$ cat config.mk
export PLATFORM = sky130hd
export DESIGN_NAME = sync_length_sum_frame_parser_unit
export DESIGN_NICKNAME = d
export VERILOG_FILES = /design/src/sv/slsfp_pkg.sv /design/src/sv/sync_length_sum_frame_parser_unit.sv /design/src/sv/slsfp_in_reg.sv /design/src/sv/slsfp_core.sv /design/src/sv/slsfp_out_reg.sv
export SDC_FILE = /design/constraint.sdc
export NUM_CORES = 1
export LEC_CHECK = 0
export BUFFER_PORTS_ARGS = -buffer_cell sky130_fd_sc_hd__clkbuf_2
export CAP_MARGIN = 0
export CELL_PAD_IN_SITES_DETAIL_PLACEMENT = 1
export CELL_PAD_IN_SITES_GLOBAL_PLACEMENT = 1
export CORE_ASPECT_RATIO = 1.2
export CORE_MARGIN = 2
export CORE_UTILIZATION = 46
export CTS_CLUSTER_DIAMETER = 200
export CTS_CLUSTER_SIZE = 25
export DETAILED_ROUTE_END_ITERATION = 8
export MAX_ROUTING_LAYER = met4
export PLACE_DENSITY = 0.87
export SLEW_MARGIN = 30
export SYNTH_ARGS = -nofsm -noshare
export SYNTH_HDL_FRONTEND = slang
export SYNTH_SLANG_ARGS = --single-unit
$ cat constraint.sdc
create_clock -name clock -period 5.85 [get_ports clock]
set_input_delay 0.8775 -clock clock [delete_from_list [all_inputs] [get_ports clock]]
set_output_delay 0.8775 -clock clock [all_outputs]
set_load 0.005 [all_outputs]
$ cat src/sv/slsfp_pkg.sv
// Shared types and constants for the sync/length/checksum frame parser.
// No dependencies; imported by every module of the parser.
`timescale 1ns / 1ps

package slsfp_pkg;

   localparam int unsigned DEFAULT_MAX_PAYLOAD = 256;

   localparam logic [7:0] SYNC_FIRST  = 8'h55;
   localparam logic [7:0] SYNC_SECOND = 8'hAA;

   typedef enum logic [1:0] {
      KIND_PAYLOAD  = 2'd0,
      KIND_GOOD     = 2'd1,
      KIND_BAD_SUM  = 2'd2,
      KIND_OVERFLOW = 2'd3
   } kind_type;

   typedef enum logic [7:0] {
      PH_HUNT  = 8'b0000_0001,
      PH_SYNC2 = 8'b0000_0010,
      PH_VER   = 8'b0000_0100,
      PH_CMD   = 8'b0000_1000,
      PH_LENHI = 8'b0001_0000,
      PH_LENLO = 8'b0010_0000,
      PH_DATA  = 8'b0100_0000,
      PH_SUM   = 8'b1000_0000
   } phase_type;

   typedef struct packed {
      logic        emit;
      kind_type    kind;
      logic [7:0]  payload_byte;
      logic [7:0]  byte_index;
      logic [7:0]  frame_version;
      logic [7:0]  frame_command;
      logic [15:0] frame_length;
      logic        end_of_frame;
   } result_type;

endpackage

$ cat src/sv/sync_length_sum_frame_parser_unit.sv
// Top level of the sync/length/checksum frame parser.
// Depends on slsfp_pkg, slsfp_in_reg, slsfp_core and slsfp_out_reg.
//
//   channel | direction | handshake            | payload
//   req     | in        | req_valid/req_stall  | req_rx_byte
//   rsp     | out       | rsp_valid/rsp_stall  | kind, byte, index, header fields, eof
//
// One byte beat per cycle sustained while rsp_stall is low; a beat is held in the input
// register and its result is loaded into the result register when the core takes it.
// Header bytes and dropped sync bytes give no result beat, but a too-long length does.
// Synchronous active-high reset returns the parser to sync hunting.
// A stalled result register holds its beat and freezes the core; req_stall
// follows rsp_stall in the same cycle while the input register holds a beat,
// otherwise after the one beat the input register can still take.
`timescale 1ns / 1ps

module sync_length_sum_frame_parser_unit #(
   parameter int unsigned MAX_PAYLOAD = slsfp_pkg::DEFAULT_MAX_PAYLOAD
) (
   input  logic                clock,
   input  logic                reset,
   input  logic                req_valid,
   output logic                req_stall,
   input  logic [7:0]          req_rx_byte,
   output logic                rsp_valid,
   input  logic                rsp_stall,
   output slsfp_pkg::kind_type rsp_kind,
   output logic [7:0]          rsp_payload_byte,
   output logic [7:0]          rsp_byte_index,
   output logic [7:0]          rsp_frame_version,
   output logic [7:0]          rsp_frame_command,
   output logic [15:0]         rsp_frame_length,
   output logic                rsp_end_of_frame
);
   import slsfp_pkg::*;

   logic       held_valid;
   logic [7:0] held_byte;
   logic       out_ready;
   logic       take;
   result_type result;

   assign take = held_valid && out_ready;

   slsfp_in_reg u_in_reg (
      .clock       (clock),
      .reset       (reset),
      .req_valid   (req_valid),
      .req_rx_byte (req_rx_byte),
      .req_stall   (req_stall),
      .take        (take),
      .held_valid  (held_valid),
      .held_byte   (held_byte)
   );

   slsfp_core #(
      .MAX_PAYLOAD (MAX_PAYLOAD)
   ) u_core (
      .clock   (clock),
      .reset   (reset),
      .take    (take),
      .rx_byte (held_byte),
      .result  (result)
   );

   slsfp_out_reg u_out_reg (
      .clock             (clock),
      .reset             (reset),
      .result            (result),
      .ready             (out_ready),
      .rsp_valid         (rsp_valid),
      .rsp_stall         (rsp_stall),
      .rsp_kind          (rsp_kind),
      .rsp_payload_byte  (rsp_payload_byte),
      .rsp_byte_index    (rsp_byte_index),
      .rsp_frame_version (rsp_frame_version),
      .rsp_frame_command (rsp_frame_command),
      .rsp_frame_length  (rsp_frame_length),
      .rsp_end_of_frame  (rsp_end_of_frame)
   );

endmodule

$ cat src/sv/slsfp_in_reg.sv
// Input register stage of the frame parser: holds one received beat.
// Depends on slsfp_pkg.
`timescale 1ns / 1ps

module slsfp_in_reg (
   input  logic       clock,
   input  logic       reset,
   input  logic       req_valid,
   input  logic [7:0] req_rx_byte,
   output logic       req_stall,
   input  logic       take,
   output logic       held_valid,
   output logic [7:0] held_byte
);
   import slsfp_pkg::*;

   logic       valid_ff;
   logic       valid_in;
   logic [7:0] byte_ff;
   logic       accept;

   assign req_stall  = valid_ff && !take;
   assign accept     = req_valid && !req_stall;
   assign held_valid = valid_ff;
   assign held_byte  = byte_ff;

   always_comb begin
      valid_in = valid_ff;
      if (accept) begin
         valid_in = 1'b1;
      end else if (take) begin
         valid_in = 1'b0;
      end
   end

   always_ff @(posedge clock) begin
      if (reset) begin
         valid_ff <= 1'b0;
      end else begin
         valid_ff <= valid_in;
      end
   end

   // payload register, load on accept
   always_ff @(posedge clock) begin
      if (accept) begin
         byte_ff <= req_rx_byte;
      end
   end

endmodule

$ cat src/sv/slsfp_core.sv
// Frame parse state and per-beat update logic of the frame parser.
// Depends on slsfp_pkg.
`timescale 1ns / 1ps

module slsfp_core #(
   parameter int unsigned MAX_PAYLOAD = slsfp_pkg::DEFAULT_MAX_PAYLOAD
) (
   input  logic                   clock,
   input  logic                   reset,
   input  logic                   take,
   input  logic [7:0]             rx_byte,
   output slsfp_pkg::result_type  result
);
   import slsfp_pkg::*;

   localparam int unsigned CNT_W = $clog2(MAX_PAYLOAD + 1);
   localparam logic [16:0] MAX_LEN = 17'(MAX_PAYLOAD);

   phase_type        phase_ff, phase_in;
   logic [7:0]       ver_ff, ver_in;
   logic [7:0]       cmd_ff, cmd_in;
   logic [15:0]      len_ff, len_in;
   logic [CNT_W-1:0] count_ff, count_in;
   logic [7:0]       sum_ff, sum_in;
   logic [CNT_W:0]   count_next;
   logic [15:0]      count_wide;

   assign count_next = {1'b0, count_ff} + {{CNT_W{1'b0}}, 1'b1};
   assign count_wide = 16'(count_ff);

   always_comb begin
      phase_in = phase_ff;
      ver_in   = ver_ff;
      cmd_in   = cmd_ff;
      len_in   = len_ff;
      count_in = count_ff;
      sum_in   = sum_ff;
      result   = '0;
      unique case (phase_ff)
         PH_HUNT: begin
            if (rx_byte == SYNC_FIRST) begin
               sum_in   = rx_byte;
               phase_in = PH_SYNC2;
            end
         end
         PH_SYNC2: begin
            if (rx_byte == SYNC_SECOND) begin
               sum_in   = sum_ff + rx_byte;
               phase_in = PH_VER;
            end else begin
               phase_in = PH_HUNT;
            end
         end
         PH_VER: begin
            ver_in   = rx_byte;
            sum_in   = sum_ff + rx_byte;
            phase_in = PH_CMD;
         end
         PH_CMD: begin
            cmd_in   = rx_byte;
            sum_in   = sum_ff + rx_byte;
            phase_in = PH_LENHI;
         end
         PH_LENHI: begin
            len_in   = {rx_byte, 8'h00};
            sum_in   = sum_ff + rx_byte;
            phase_in = PH_LENLO;
         end
         PH_LENLO: begin
            len_in   = {len_ff[15:8], rx_byte};
            sum_in   = sum_ff + rx_byte;
            count_in = '0;
            if ({1'b0, len_in} > MAX_LEN) begin
               phase_in            = PH_HUNT;
               result.emit         = 1'b1;
               result.kind         = KIND_OVERFLOW;
               result.end_of_frame = 1'b1;
            end else if (len_in == 16'd0) begin
               phase_in = PH_SUM;
            end else begin
               phase_in = PH_DATA;
            end
         end
         PH_DATA: begin
            sum_in              = sum_ff + rx_byte;
            result.emit         = 1'b1;
            result.kind         = KIND_PAYLOAD;
            result.payload_byte = rx_byte;
            result.byte_index   = count_wide[7:0];
            count_in            = count_next[CNT_W-1:0];
            if (16'(count_next) >= len_ff) begin
               phase_in = PH_SUM;
            end
         end
         PH_SUM: begin
            phase_in            = PH_HUNT;
            result.emit         = 1'b1;
            result.kind         = (rx_byte == sum_ff) ? KIND_GOOD : KIND_BAD_SUM;
            result.end_of_frame = 1'b1;
         end
         default: begin
            phase_in = PH_HUNT;
         end
      endcase
      result.emit          = result.emit && take;
      result.frame_version = ver_in;
      result.frame_command = cmd_in;
      result.frame_length  = len_in;
   end

   always_ff @(posedge clock) begin
      if (reset) begin
         phase_ff <= PH_HUNT;
         ver_ff   <= '0;
         cmd_ff   <= '0;
         len_ff   <= '0;
         count_ff <= '0;
         sum_ff   <= '0;
      end else if (take) begin
         phase_ff <= phase_in;
         ver_ff   <= ver_in;
         cmd_ff   <= cmd_in;
         len_ff   <= len_in;
         count_ff <= count_in;
         sum_ff   <= sum_in;
      end
   end

endmodule

$ cat src/sv/slsfp_out_reg.sv
// Result register of the frame parser: holds one result beat for the consumer.
// Depends on slsfp_pkg.
`timescale 1ns / 1ps

module slsfp_out_reg (
   input  logic                  clock,
   input  logic                  reset,
   input  slsfp_pkg::result_type result,
   output logic                  ready,
   output logic                  rsp_valid,
   input  logic                  rsp_stall,
   output slsfp_pkg::kind_type   rsp_kind,
   output logic [7:0]            rsp_payload_byte,
   output logic [7:0]            rsp_byte_index,
   output logic [7:0]            rsp_frame_version,
   output logic [7:0]            rsp_frame_command,
   output logic [15:0]           rsp_frame_length,
   output logic                  rsp_end_of_frame
);
   import slsfp_pkg::*;

   logic       valid_ff;
   result_type data_ff;

   assign ready             = !valid_ff || !rsp_stall;
   assign rsp_valid         = valid_ff;
   assign rsp_kind          = data_ff.kind;
   assign rsp_payload_byte  = data_ff.payload_byte;
   assign rsp_byte_index    = data_ff.byte_index;
   assign rsp_frame_version = data_ff.frame_version;
   assign rsp_frame_command = data_ff.frame_command;
   assign rsp_frame_length  = data_ff.frame_length;
   assign rsp_end_of_frame  = data_ff.end_of_frame;

   always_ff @(posedge clock) begin
      if (reset) begin
         valid_ff <= 1'b0;
      end else if (ready) begin
         valid_ff <= result.emit;
      end
   end

   // hold while stalled, load a new beat only when one is emitted
   always_ff @(posedge clock) begin
      if (ready && result.emit) begin
         data_ff <= result;
      end
   end

endmodule
==> impl_metrics.py, run 1 <==
metrics = {
    "flow_run": {
        "drv_cap": 0,
    },
    "route": {
        "vias": 4356,
        "wl_per_cell_um": 20.6,
        "avgViaCountPerCell": 5.80,
        "firstDrtPassIters": 4,
        "drc": 0,
        "routed_wl_um": 15500,
        "drt-initial-drc-count": 246,
        "postRouteAntennaNets": 0,
    },
    "layout": {
        "final_net_count": 612,
        "drive_gt1_share_pct": 21.5,
        "diodes": 0,
        "fin_cells": 751,
        "final_common_cell": "clkbuf_2",
        "layout_common_cells": "clkbuf_2, nand2_1, dfxtp_1, edfxtp_1, nor2_1",
        "areaGrowthSynthToFinish_pct": 18.9,
    },
    "die": {
        "num_rows": 43,
        "dieArea_mm2": 0.0127,
        "fp.dieW_um": 103,
        "pin_count": 65,
        "start_util_pct": 47.1,
        "die_y_um": 123,
        "core_area_mm2": 0.0115,
    },
    "grt": {
        "grt_pass1_vias": 4708,
        "grt_pass1_wl_um": 24600,
        "grt_max_degree": 60,
        "overflow": 0,
        "grtUsageTotal_pct": 27.3,
        "antenna_found_initial": 0,
    },
    "critical_path": {
        "timing.rr.end": "u_out_reg.rsp_byte_index[7]$_SDFFCE_PN0P_",
        "crit_type": "flop to flop",
        "r2r_start": "u_core.phase_ff[2]$_SDFFE_PP0P_",
        "critical-path-max-stage-delay_ps": 550,
        "crit_family": "simple AND/OR/NAND/NOR gates",
        "cp_slowest_cell": "and4_1",
        "worst_r2r_path_depth": 7,
        "cp_cell_sequence": "nor4_2 > and4_1 > o31ai_1 > nand2_1 > inv_2 > a21oi_4 > buf_4",
        "path_buf_inv": 2,
        "cp-end-kind": "flop",
        "crit_required_ps": 5900,
        "cp_max_fo": 40,
        "r2r_slack_ps": 2600,
        "crit_path_start_kind": "flop",
        "crit_arrival_ps": 3300,
    },
    "clock_tree": {
        "cts_resized": 0,
        "clk_pin_slew_ps": 60,
        "postCtsSetupBuffers": 0,
        "hold_buffers": 0,
        "cts_made_buffers": 17,
        "root_buffer": "clkbuf_16",
        "cts_max_path_buffers": 2,
        "cts_tree": "done",
        "cts-htree-levels": 4,
        "worstSkewPairLatency_ps": 420,
        "clock-sinks": 118,
    },
    "synth": {
        "synth_seq_cells": 118,
        "synth_edf_count": 59,
        "synth_cells": 520,
        "netlist_area_mm2": 0.00543,
        "synth_nets": 551,
        "synthArstFlopShare_pct": 0,
        "ys_warn_count": 0,
        "synth_ff_type": "edfxtp_1",
        "postSynthAreaPerCell_um2": 10.4,
        "synth_seq_area_share_pct": 54.4,
        "synth_cell_type_count": 54,
    },
    "sta": {
        "relSlewSlack_pct": 36.3,
        "rsz0062_at_grt": "no",
        "hold_violations": 0,
        "setup_viol": 0,
        "worst_slew_pin_slew_ps": 953,
        "timing.final.crit_share_pct": 55.5,
        "setup-tns-final_ps": 0,
        "clock_skew_ps": 8.44,
        "fin_crit_ps": 3250,
        "drv_slew": 0,
        "fmax_mhz": 308,
    },
    "hold_path": {
        "hold_end": "u_core.ver_ff[3]$_SDFFE_PP0P_",
        "min-delay-start": "u_core.ver_ff[3]$_SDFFE_PP0P_",
        "worstHoldPathCells": 2,
        "hp-class": "flop to flop",
    },
    "power": {
        "p_leak_nw": 2.44,
        "power.density_mw_per_mm2": 322,
        "peakVddDrop_uv": 207,
        "power_mw": 2.08,
    },
    "place": {
        "place_congestion": 0.876,
        "dp_hpwl_um": 10300,
        "io_buffer_count": 64,
        "place_inst": 719,
    },
    "outcome": {
        "status": "finished clean",
    },
}
==> registers in the layout, summed over array words and instances (netlist names) <==
signal / flops
u_out_reg.rsp_end_of_frame: 1
u_in_reg.held_byte: 8
u_out_reg.rsp_payload_byte: 8
u_core.cmd_ff: 8
u_out_reg.rsp_frame_command: 8
u_core.ver_ff: 8
u_core.len_ff: 16
u_core.phase_ff: 8
u_out_reg.rsp_kind: 2
u_out_reg.rsp_valid: 1
u_core.sum_ff: 8
u_core.count_ff: 9
u_out_reg.rsp_byte_index: 8
u_in_reg.held_valid: 1
u_out_reg.rsp_frame_length: 16
u_out_reg.rsp_frame_version: 8
==> Yosys cell counts (all sizes together), types with 4 or more instances <==
cell type / number / area (µm²)
nor2b: 5 / 31.3
a22oi: 8 / 60.1
o211ai: 5 / 37.5
o21ai: 14 / 81.3
nand2: 61 / 229
nand3: 15 / 75.1
nor2: 58 / 218
edfxtp: 59 / 1770
a22o: 8 / 70.1
nand4: 6 / 43.8
a211oi: 6 / 50.1
dfxtp: 59 / 1180
a21oi: 45 / 225
and2: 14 / 87.6
clkbuf: 23 / 86.3
mux2i: 9 / 90.1
and3: 4 / 25.0
mux2: 25 / 285
xnor2: 6 / 52.6
inv: 19 / 71.3
ha: 18 / 225
xor2: 7 / 61.3
nor3: 6 / 30.0
==> routing by layer <==
metal  GRT usage [%]  vias up  part of all wire, %
li1                -     1993                    -
met3            5.99       49                  5.0
met2            47.8      142                   54
met5               -        -                    0
met4            13.1        0                  3.6
met1            28.8     2172                   37
==> how the worst max path moves through the flow <==
stage                                          startpoint                                           to  cells after the start
after floorplan                                 rsp_stall    u_out_reg.rsp_byte_index[0]$_SDFFCE_PN0P_                      5
after global placement                          rsp_stall    u_out_reg.rsp_byte_index[6]$_SDFFCE_PN0P_                      5
after detailed placement  u_core.phase_ff[2]$_SDFFE_PP0P_    u_out_reg.rsp_byte_index[6]$_SDFFCE_PN0P_                      7
after CTS                 u_core.phase_ff[2]$_SDFFE_PP0P_    u_out_reg.rsp_byte_index[6]$_SDFFCE_PN0P_                      7
after global routing      u_core.phase_ff[2]$_SDFFE_PP0P_  u_out_reg.rsp_payload_byte[2]$_SDFFCE_PN0P_                      7
final                     u_core.phase_ff[2]$_SDFFE_PP0P_    u_out_reg.rsp_byte_index[7]$_SDFFCE_PN0P_                      7
==> power breakdown <==
part	switching [mW]	leakage (nW)	total [mW]	internal (mW)
Combinational	0.107	1.14	0.169	0.0622
Clock	0.381	0.262	1.00	0.622
Sequential	0.0252	1.03	0.906	0.880
Total	0.513	2.44	2.08	1.56
==> layout make-up <==
| cell class | count | area (µm²) |
|---|---|---|
| tap | 157 | 196 |
| fill | 1305 | 5060 |
| timing repair buffer | 67 | 343 |
| clock inverter | 13 | 134 |
| multi-input combinational | 358 | 2320 |
| sequential | 118 | 2950 |
| clock buffer | 19 | 433 |
| inverter | 19 | 71.3 |
==> cell families after synthesis <==
family          after synthesis  share of synthesized area, %
simple gates                191                          16.9
buf+inv                      44                          3.20
fa+ha+maj                    19                          4.52
flops                       118                          54.4
xor+xnor                     13                          2.10
compound gates              101                          11.9
mux                          34                          6.92
==> through the flow <==
step                      cell area (µm²)  hold WS (ps)  util [%]  worst slack (ps)
after floorplan                      5430           433         -              1390
after global placement               5880           438      51.1              2770
after detailed placement             5890           452      51.1              2660
after CTS                            6450           460      56.1              2590
after global routing                 6450           474      56.1              2390
final                                6450           458      56.1              2600
==> tightest hold or removal path, delay by kind of cell, from the launching register on <==
family          cells  cell delay (ps)
flops               1              300
simple gates        1               50
compound gates      1               50
(Power assumes the default switching activity.)
==> run 2: changes to the inputs <==
--- a/config.mk
+++ b/config.mk
@@ -5,18 +5,19 @@
 export SDC_FILE = /design/constraint.sdc
 export NUM_CORES = 1
 export LEC_CHECK = 0
+export ABC_AREA = 1
 export BUFFER_PORTS_ARGS = -buffer_cell sky130_fd_sc_hd__clkbuf_2
 export CAP_MARGIN = 0
 export CELL_PAD_IN_SITES_DETAIL_PLACEMENT = 1
 export CELL_PAD_IN_SITES_GLOBAL_PLACEMENT = 1
 export CORE_ASPECT_RATIO = 1.2
 export CORE_MARGIN = 2
-export CORE_UTILIZATION = 46
+export CORE_UTILIZATION = 40
 export CTS_CLUSTER_DIAMETER = 200
 export CTS_CLUSTER_SIZE = 25
 export DETAILED_ROUTE_END_ITERATION = 8
 export MAX_ROUTING_LAYER = met4
-export PLACE_DENSITY = 0.87
+export PLACE_DENSITY = 0.83
 export SLEW_MARGIN = 30
 export SYNTH_ARGS = -nofsm -noshare
 export SYNTH_HDL_FRONTEND = slang
==> constraint.sdc (replaced) <==
create_clock -name clock -period 2.87 [get_ports clock]
set_input_delay 0.4305 -clock clock [delete_from_list [all_inputs] [get_ports clock]]
set_output_delay 0.4305 -clock clock [all_outputs]
set_load 0.005 [all_outputs]
==> impl_metrics.py, run 2 <==
metrics = {
    "outcome": {
        "status": "finished clean",
    },
    "clock_tree": {
        "hold_buffers": 0,
        "clock-sinks": 118,
        "clk_pin_slew_ps": 60,
        "worstSkewPairLatency_ps": 450,
        "cts_max_path_buffers": 2,
        "cts_resized": 0,
        "cts-htree-levels": 4,
        "cts_made_buffers": 17,
        "root_buffer": "clkbuf_16",
        "postCtsSetupBuffers": 0,
        "cts_tree": "done",
    },
    "grt": {
        "antenna_found_initial": 0,
        "grtUsageTotal_pct": 23.5,
        "overflow": 0,
        "grt_pass1_vias": 5292,
        "grt_max_degree": 52,
        "grt_pass1_wl_um": 26900,
    },
    "layout": {
        "drive_gt1_share_pct": 18.4,
        "layout_common_cells": "nand2_1, nor2_1, inv_1, clkbuf_2, o21ai_0",
        "diodes": 0,
        "fin_area_mm2": 0.00691,
        "final_net_count": 794,
        "areaGrowthSynthToFinish_pct": 20.3,
        "utilization_pct": 49.5,
        "final_common_cell": "nand2_1",
    },
    "hold_path": {
        "min-delay-start": "req_rx_byte[5]",
        "hold_end": "u_in_reg.held_byte[5]$_DFFE_PP_",
        "hp-class": "input port to flop",
        "worstHoldPathCells": 1,
    },
    "critical_path": {
        "cp_max_fo": 12,
        "crit_family": "simple AND/OR/NAND/NOR gates",
        "cp-end-kind": "flop",
        "worst_r2r_path_depth": 14,
        "cp_slowest_cell": "dfxtp_1",
        "critical-path-max-stage-delay_ps": 440,
        "r2r_slack_ps": 310,
        "crit_arrival_ps": 2850,
        "cp_common_cell": "nand2_1",
        "timing.rr.end": "u_core.phase_ff[0]$_SDFFE_PP1P_",
        "crit_required_ps": 3160,
        "r2r_start": "u_core.count_ff[0]$_SDFFE_PP0P_",
        "path_buf_inv": 1,
        "crit_type": "flop to flop",
        "cp_cell_sequence": "nand3_1 > nor2_1 > nand3_1 > xor2_1 > inv_1 > ha_1 > nand2_1 > o21a_1 > nand2_1 > nand2_1 > nand2_2 > nand2_1 > nand2_1 > nand3_1",
        "crit_path_start_kind": "flop",
    },
    "route": {
        "firstDrtPassIters": 5,
        "avgViaCountPerCell": 5.22,
        "postRouteAntennaNets": 0,
        "wl_per_cell_um": 17.5,
        "drc": 0,
        "vias": 4948,
        "routed_wl_um": 16600,
        "drt-initial-drc-count": 283,
    },
    "synth": {
        "synth_most_common_cell": "nand2_1",
        "synth_edf_count": 59,
        "netlist_area_mm2": 0.00574,
        "ys_warn_count": 0,
        "synth_cells": 692,
        "synth_nets": 723,
        "synth_top_area_share_pct": 30.9,
        "synth_seq_area_share_pct": 51.4,
        "synthArstFlopShare_pct": 0,
        "synth_top_area_cell": "edfxtp_1",
        "yosys-top-cells-area": "edfxtp_1, dfxtp_1, nand2_1",
        "synth_seq_cells": 118,
        "synth_ff_type": "edfxtp_1",
        "synth_cell_type_count": 36,
        "postSynthAreaPerCell_um2": 8.30,
        "yosys-top-cells-count": "nand2_1, nor2_1, inv_1, o21ai_0",
    },
    "place": {
        "dpl_cell_area_mm2": 0.00624,
        "place_congestion": 0.904,
        "dp_hpwl_um": 11300,
        "io_buffer_count": 64,
        "dp_slack_ps": 395,
    },
    "die": {
        "num_rows": 47,
        "dieArea_mm2": 0.0153,
        "core_area_mm2": 0.0139,
        "die_y_um": 135,
        "start_util_pct": 41.2,
        "fp.dieW_um": 113,
        "pin_count": 65,
    },
    "sta": {
        "fin_crit_ps": 2560,
        "setup_viol": 0,
        "clock_skew_ps": 18.0,
        "hold_violations": 0,
        "drv_slew": 0,
        "fin_ws_ps": 311,
        "fmax_mhz": 391,
        "setup-tns-final_ps": 0,
        "relSlewSlack_pct": 39.3,
        "worst_slew_pin_slew_ps": 901,
        "rsz0062_at_grt": "no",
        "timing.final.crit_share_pct": 89.2,
    },
    "power": {
        "p_leak_nw": 3.16,
        "power_mw": 5.64,
        "power.density_mw_per_mm2": 817,
        "peakVddDrop_uv": 317,
    },
    "flow_run": {
        "drv_cap": 0,
    },
}
==> run 2: cell count changes after synthesis, moves of 9 or more <==
cell,previous run,this run
a21oi_1,45,33
and2_1,14,0
clkbuf_1,23,10
inv_1,18,99
mux2_2,23,0
mux2i_1,9,0
nand2_1,61,135
nand2_2,0,9
nand3_1,15,31
nor2_1,58,102
o21ai_0,9,62
==> run 2: worst register-to-register path, stage by stage, from the launching register on <==
cell     delay (ps)
dfxtp_1         440
nand3_1         160
nor2_1          180
nand3_1         140
xor2_1          170
inv_1            80
ha_1            300
nand2_1          80
o21a_1          190
nand2_1          60
nand2_1          50
nand2_2         190
nand2_1         170
nand2_1         120
nand3_1          90
==> run 2: routing by layer <==
metal	GRT usage, %	vias to the layer above	routed length, µm
li1	-	2369	-
met1	25.3	2429	6610
met2	41.9	114	8920
met3	5.01	36	648
met4	9.76	0	412
met5	-	-	0
==> run 2: report_power, final <==
part	internal, mW	switching (mW)
Sequential	1.89	0.0954
Combinational	0.401	0.815
Clock	1.56	0.875
==> run 2: cell families after synthesis <==
kind of cell             share of synthesized area (%)
AO/OA/AOI/OAI                                     10.3
XOR/XNOR                                          1.07
adder cells (fa/ha/maj)                           4.27
buffers and inverters                             9.33
flip-flops                                        51.4
AND/OR/NAND/NOR                                   23.6
==> run 2: layout make-up <==
cell class	instances	area, µm²
Clock buffer	17	425
Clock inverter	15	241
Fill cell	1667	7030
Inverter	109	412
Multi-Input combinational cell	443	2250
Sequential cell	118	2950
Tap cell	171	214
Timing Repair Buffer	74	408
==> run 2: how the worst max path moves through the flow <==
stage                                               start                                        end  cells after the start
after floorplan                                 rsp_stall  u_out_reg.rsp_byte_index[0]$_SDFFCE_PN0P_                      6
after global placement    u_core.count_ff[0]$_SDFFE_PP0P_            u_core.phase_ff[4]$_SDFFE_PP0P_                     13
after detailed placement  u_core.count_ff[0]$_SDFFE_PP0P_            u_core.phase_ff[0]$_SDFFE_PP1P_                     14
after CTS                 u_core.count_ff[0]$_SDFFE_PP0P_            u_core.phase_ff[0]$_SDFFE_PP1P_                     14
after global routing      u_core.count_ff[0]$_SDFFE_PP0P_            u_core.phase_ff[0]$_SDFFE_PP1P_                     13
final                     u_core.count_ff[0]$_SDFFE_PP0P_            u_core.phase_ff[0]$_SDFFE_PP1P_                     14
==> run 2: stage by stage <==
stage               hold slack [ps]  instances
finish                          172        947
global route                    165        947
CTS                             161        947
detailed placement              487        915
global placement                469        915
floorplan                       453        692
==> run 3: changes to the inputs <==
--- a/config.mk
+++ b/config.mk
@@ -16,6 +16,7 @@
 export CTS_CLUSTER_DIAMETER = 200
 export CTS_CLUSTER_SIZE = 25
 export DETAILED_ROUTE_END_ITERATION = 8
+export GPL_TIMING_DRIVEN = 0
 export MAX_ROUTING_LAYER = met4
 export PLACE_DENSITY = 0.83
 export SLEW_MARGIN = 30
==> constraint.sdc (replaced) <==
create_clock -name clock -period 2.87 [get_ports clock]
set_input_delay 0.4305 -clock clock [delete_from_list [all_inputs] [get_ports clock]]
set_output_delay 0.4305 -clock clock [all_outputs]
set_load 0.02 [all_outputs]
==> impl_metrics.py, run 3 (synthesis results as in run 2) <==
metrics = {
    "sta": {
        "hold_violations": 0,
        "clock_skew_ps": 9.79,
        "setup_viol": 0,
        "rsz0062_at_grt": "no",
        "fin_crit_ps": 2540,
        "timing.final.crit_share_pct": 88.7,
        "hold_ws_ps": 179,
        "fmax_mhz": 393,
        "relSlewSlack_pct": 38.7,
        "drv_slew": 0,
        "worst_slew_pin_slew_ps": 911,
        "fin_ws_ps": 326,
        "setup-tns-final_ps": 0,
    },
    "die": {
        "fp.dieW_um": 113,
        "core_area_mm2": 0.0139,
        "start_util_pct": 41.2,
        "dieArea_mm2": 0.0153,
        "die_y_um": 135,
        "num_rows": 47,
        "pin_count": 65,
    },
    "route": {
        "avgViaCountPerCell": 5.21,
        "routed_wl_um": 16900,
        "wl_per_cell_um": 17.7,
        "drt-initial-drc-count": 351,
        "vias": 5005,
        "firstDrtPassIters": 4,
        "drc": 0,
        "postRouteAntennaNets": 0,
    },
    "place": {
        "dp_slack_ps": 116,
        "place_congestion": 0.913,
        "dp_hpwl_um": 12000,
        "io_buffer_count": 64,
        "place_inst": 928,
    },
    "clock_tree": {
        "cts_tree": "done",
        "cts_max_path_buffers": 2,
        "cts_made_buffers": 17,
        "cts-htree-levels": 4,
        "clock-sinks": 118,
        "root_buffer": "clkbuf_16",
        "postCtsSetupBuffers": 0,
        "clk_pin_slew_ps": 60,
        "worstSkewPairLatency_ps": 430,
    },
    "grt": {
        "grt_pass1_vias": 5515,
        "grt_max_degree": 38,
        "grtUsageTotal_pct": 24.1,
        "overflow": 0,
        "antenna_found_initial": 0,
        "grt_pass1_wl_um": 27400,
    },
    "critical_path": {
        "crit_path_start_kind": "flop",
        "r2r_start": "u_in_reg.held_byte[0]$_DFFE_PP_",
        "crit_required_ps": 3030,
        "r2r_slack_ps": 330,
        "worst_r2r_path_depth": 9,
        "cp-end-kind": "flop",
        "timing.rr.end": "u_out_reg.rsp_frame_command[7]$_DFFE_PP_",
        "crit_type": "flop to flop",
        "cp_max_fo": 37,
        "crit_arrival_ps": 2710,
    },
    "power": {
        "peakVddDrop_uv": 344,
        "power.density_mw_per_mm2": 783,
        "power_mw": 5.39,
        "p_leak_nw": 3.13,
    },
    "outcome": {
        "status": "finished clean",
    },
    "hold_path": {
        "hp-class": "input port to flop",
        "worstHoldPathCells": 1,
        "min-delay-start": "req_rx_byte[7]",
        "hold_end": "u_in_reg.held_byte[7]$_DFFE_PP_",
    },
    "flow_run": {
        "drv_cap": 0,
    },
    "layout": {
        "fin_cells": 960,
        "diodes": 0,
        "final_common_cell": "nand2_1",
        "layout_common_cells": "nand2_1, nor2_1, inv_1, clkbuf_2, o21ai_0",
        "areaGrowthSynthToFinish_pct": 20.1,
        "drive_gt1_share_pct": 18.4,
        "final_net_count": 807,
    },
}
[run 3: cell types whose count changed in the layout (fill, tap and decap cells not counted), moves of 3 or more]
cell / before / now
clkinv_2: 0 / 4
clkbuf_1: 0 / 12
buf_4: 9 / 1
buf_2: 0 / 6
buf_6: 0 / 4
clkinvlp_4: 1 / 4
[run 3: per-layer routing]
metal	track usage (%)	routed length (µm)
met1	24.6	6490
met2	44.5	9370
met5	-	0
met4	10.1	382
met3	5.06	709
[run 3: where the power goes]
| part | total [mW] | internal (mW) | switching [mW] |
|---|---|---|---|
| Sequential | 1.99 | 1.89 | 0.0906 |
| Combinational | 1.27 | 0.421 | 0.846 |
| Clock | 2.14 | 1.36 | 0.782 |
| Total | 5.39 | 3.67 | 1.72 |
[run 3: worst max path at each step]
stage,startpoint,endpoint,slack [ps]
after floorplan,rsp_stall,u_out_reg.rsp_byte_index[0]$_SDFFCE_PN0P_,280
after global placement,rsp_stall,u_out_reg.rsp_frame_version[0]$_DFFE_PP_,-680
after detailed placement,rsp_stall,u_out_reg.rsp_frame_version[0]$_DFFE_PP_,120
after CTS,u_in_reg.held_byte[4]$_DFFE_PP_,u_out_reg.rsp_frame_version[6]$_DFFE_PP_,210
after global routing,u_core.count_ff[2]$_SDFFE_PP0P_,u_core.phase_ff[3]$_SDFFE_PP0P_,80
final,u_in_reg.held_byte[0]$_DFFE_PP_,u_out_reg.rsp_frame_command[7]$_DFFE_PP_,330
[run 3: what timing repair did]
item / 4_1_cts / 5_1_grt
hold buffers: 0 / 0
setup endpoints to repair: 0 / 38
gates resized for setup: 0 / 4
[run 3: cell type report]
cell class | instances | area (µm²)
Multi-Input combinational cell | 443 | 2250
Clock buffer | 19 | 433
Clock inverter | 13 | 155
Timing Repair Buffer | 65 | 340
Sequential cell | 118 | 2950
Tap cell | 171 | 214
Inverter | 109 | 419
Fill cell | 1675 | 7050
Buffer | 22 | 124
[run 3: metrics by stage]
stage          util [%]  area [µm²]
6_report           49.4        6890
5_1_grt            49.4        6890
4_1_cts            49.4        6880
3_5_place_dp       45.2        6290
3_3_place_gp       45.0        6270
2_1_floorplan         -        5740
[run 3: worst max-delay path, stage by stage (launching register included)]
cell and delay [ps]:
edfxtp_1 430, inv_1 310, nand4_1 190, nor2_1 190, nand2_1 90, nand3_1 200
nand2_1 130, o21ai_1 230, inv_2 230, buf_12 240
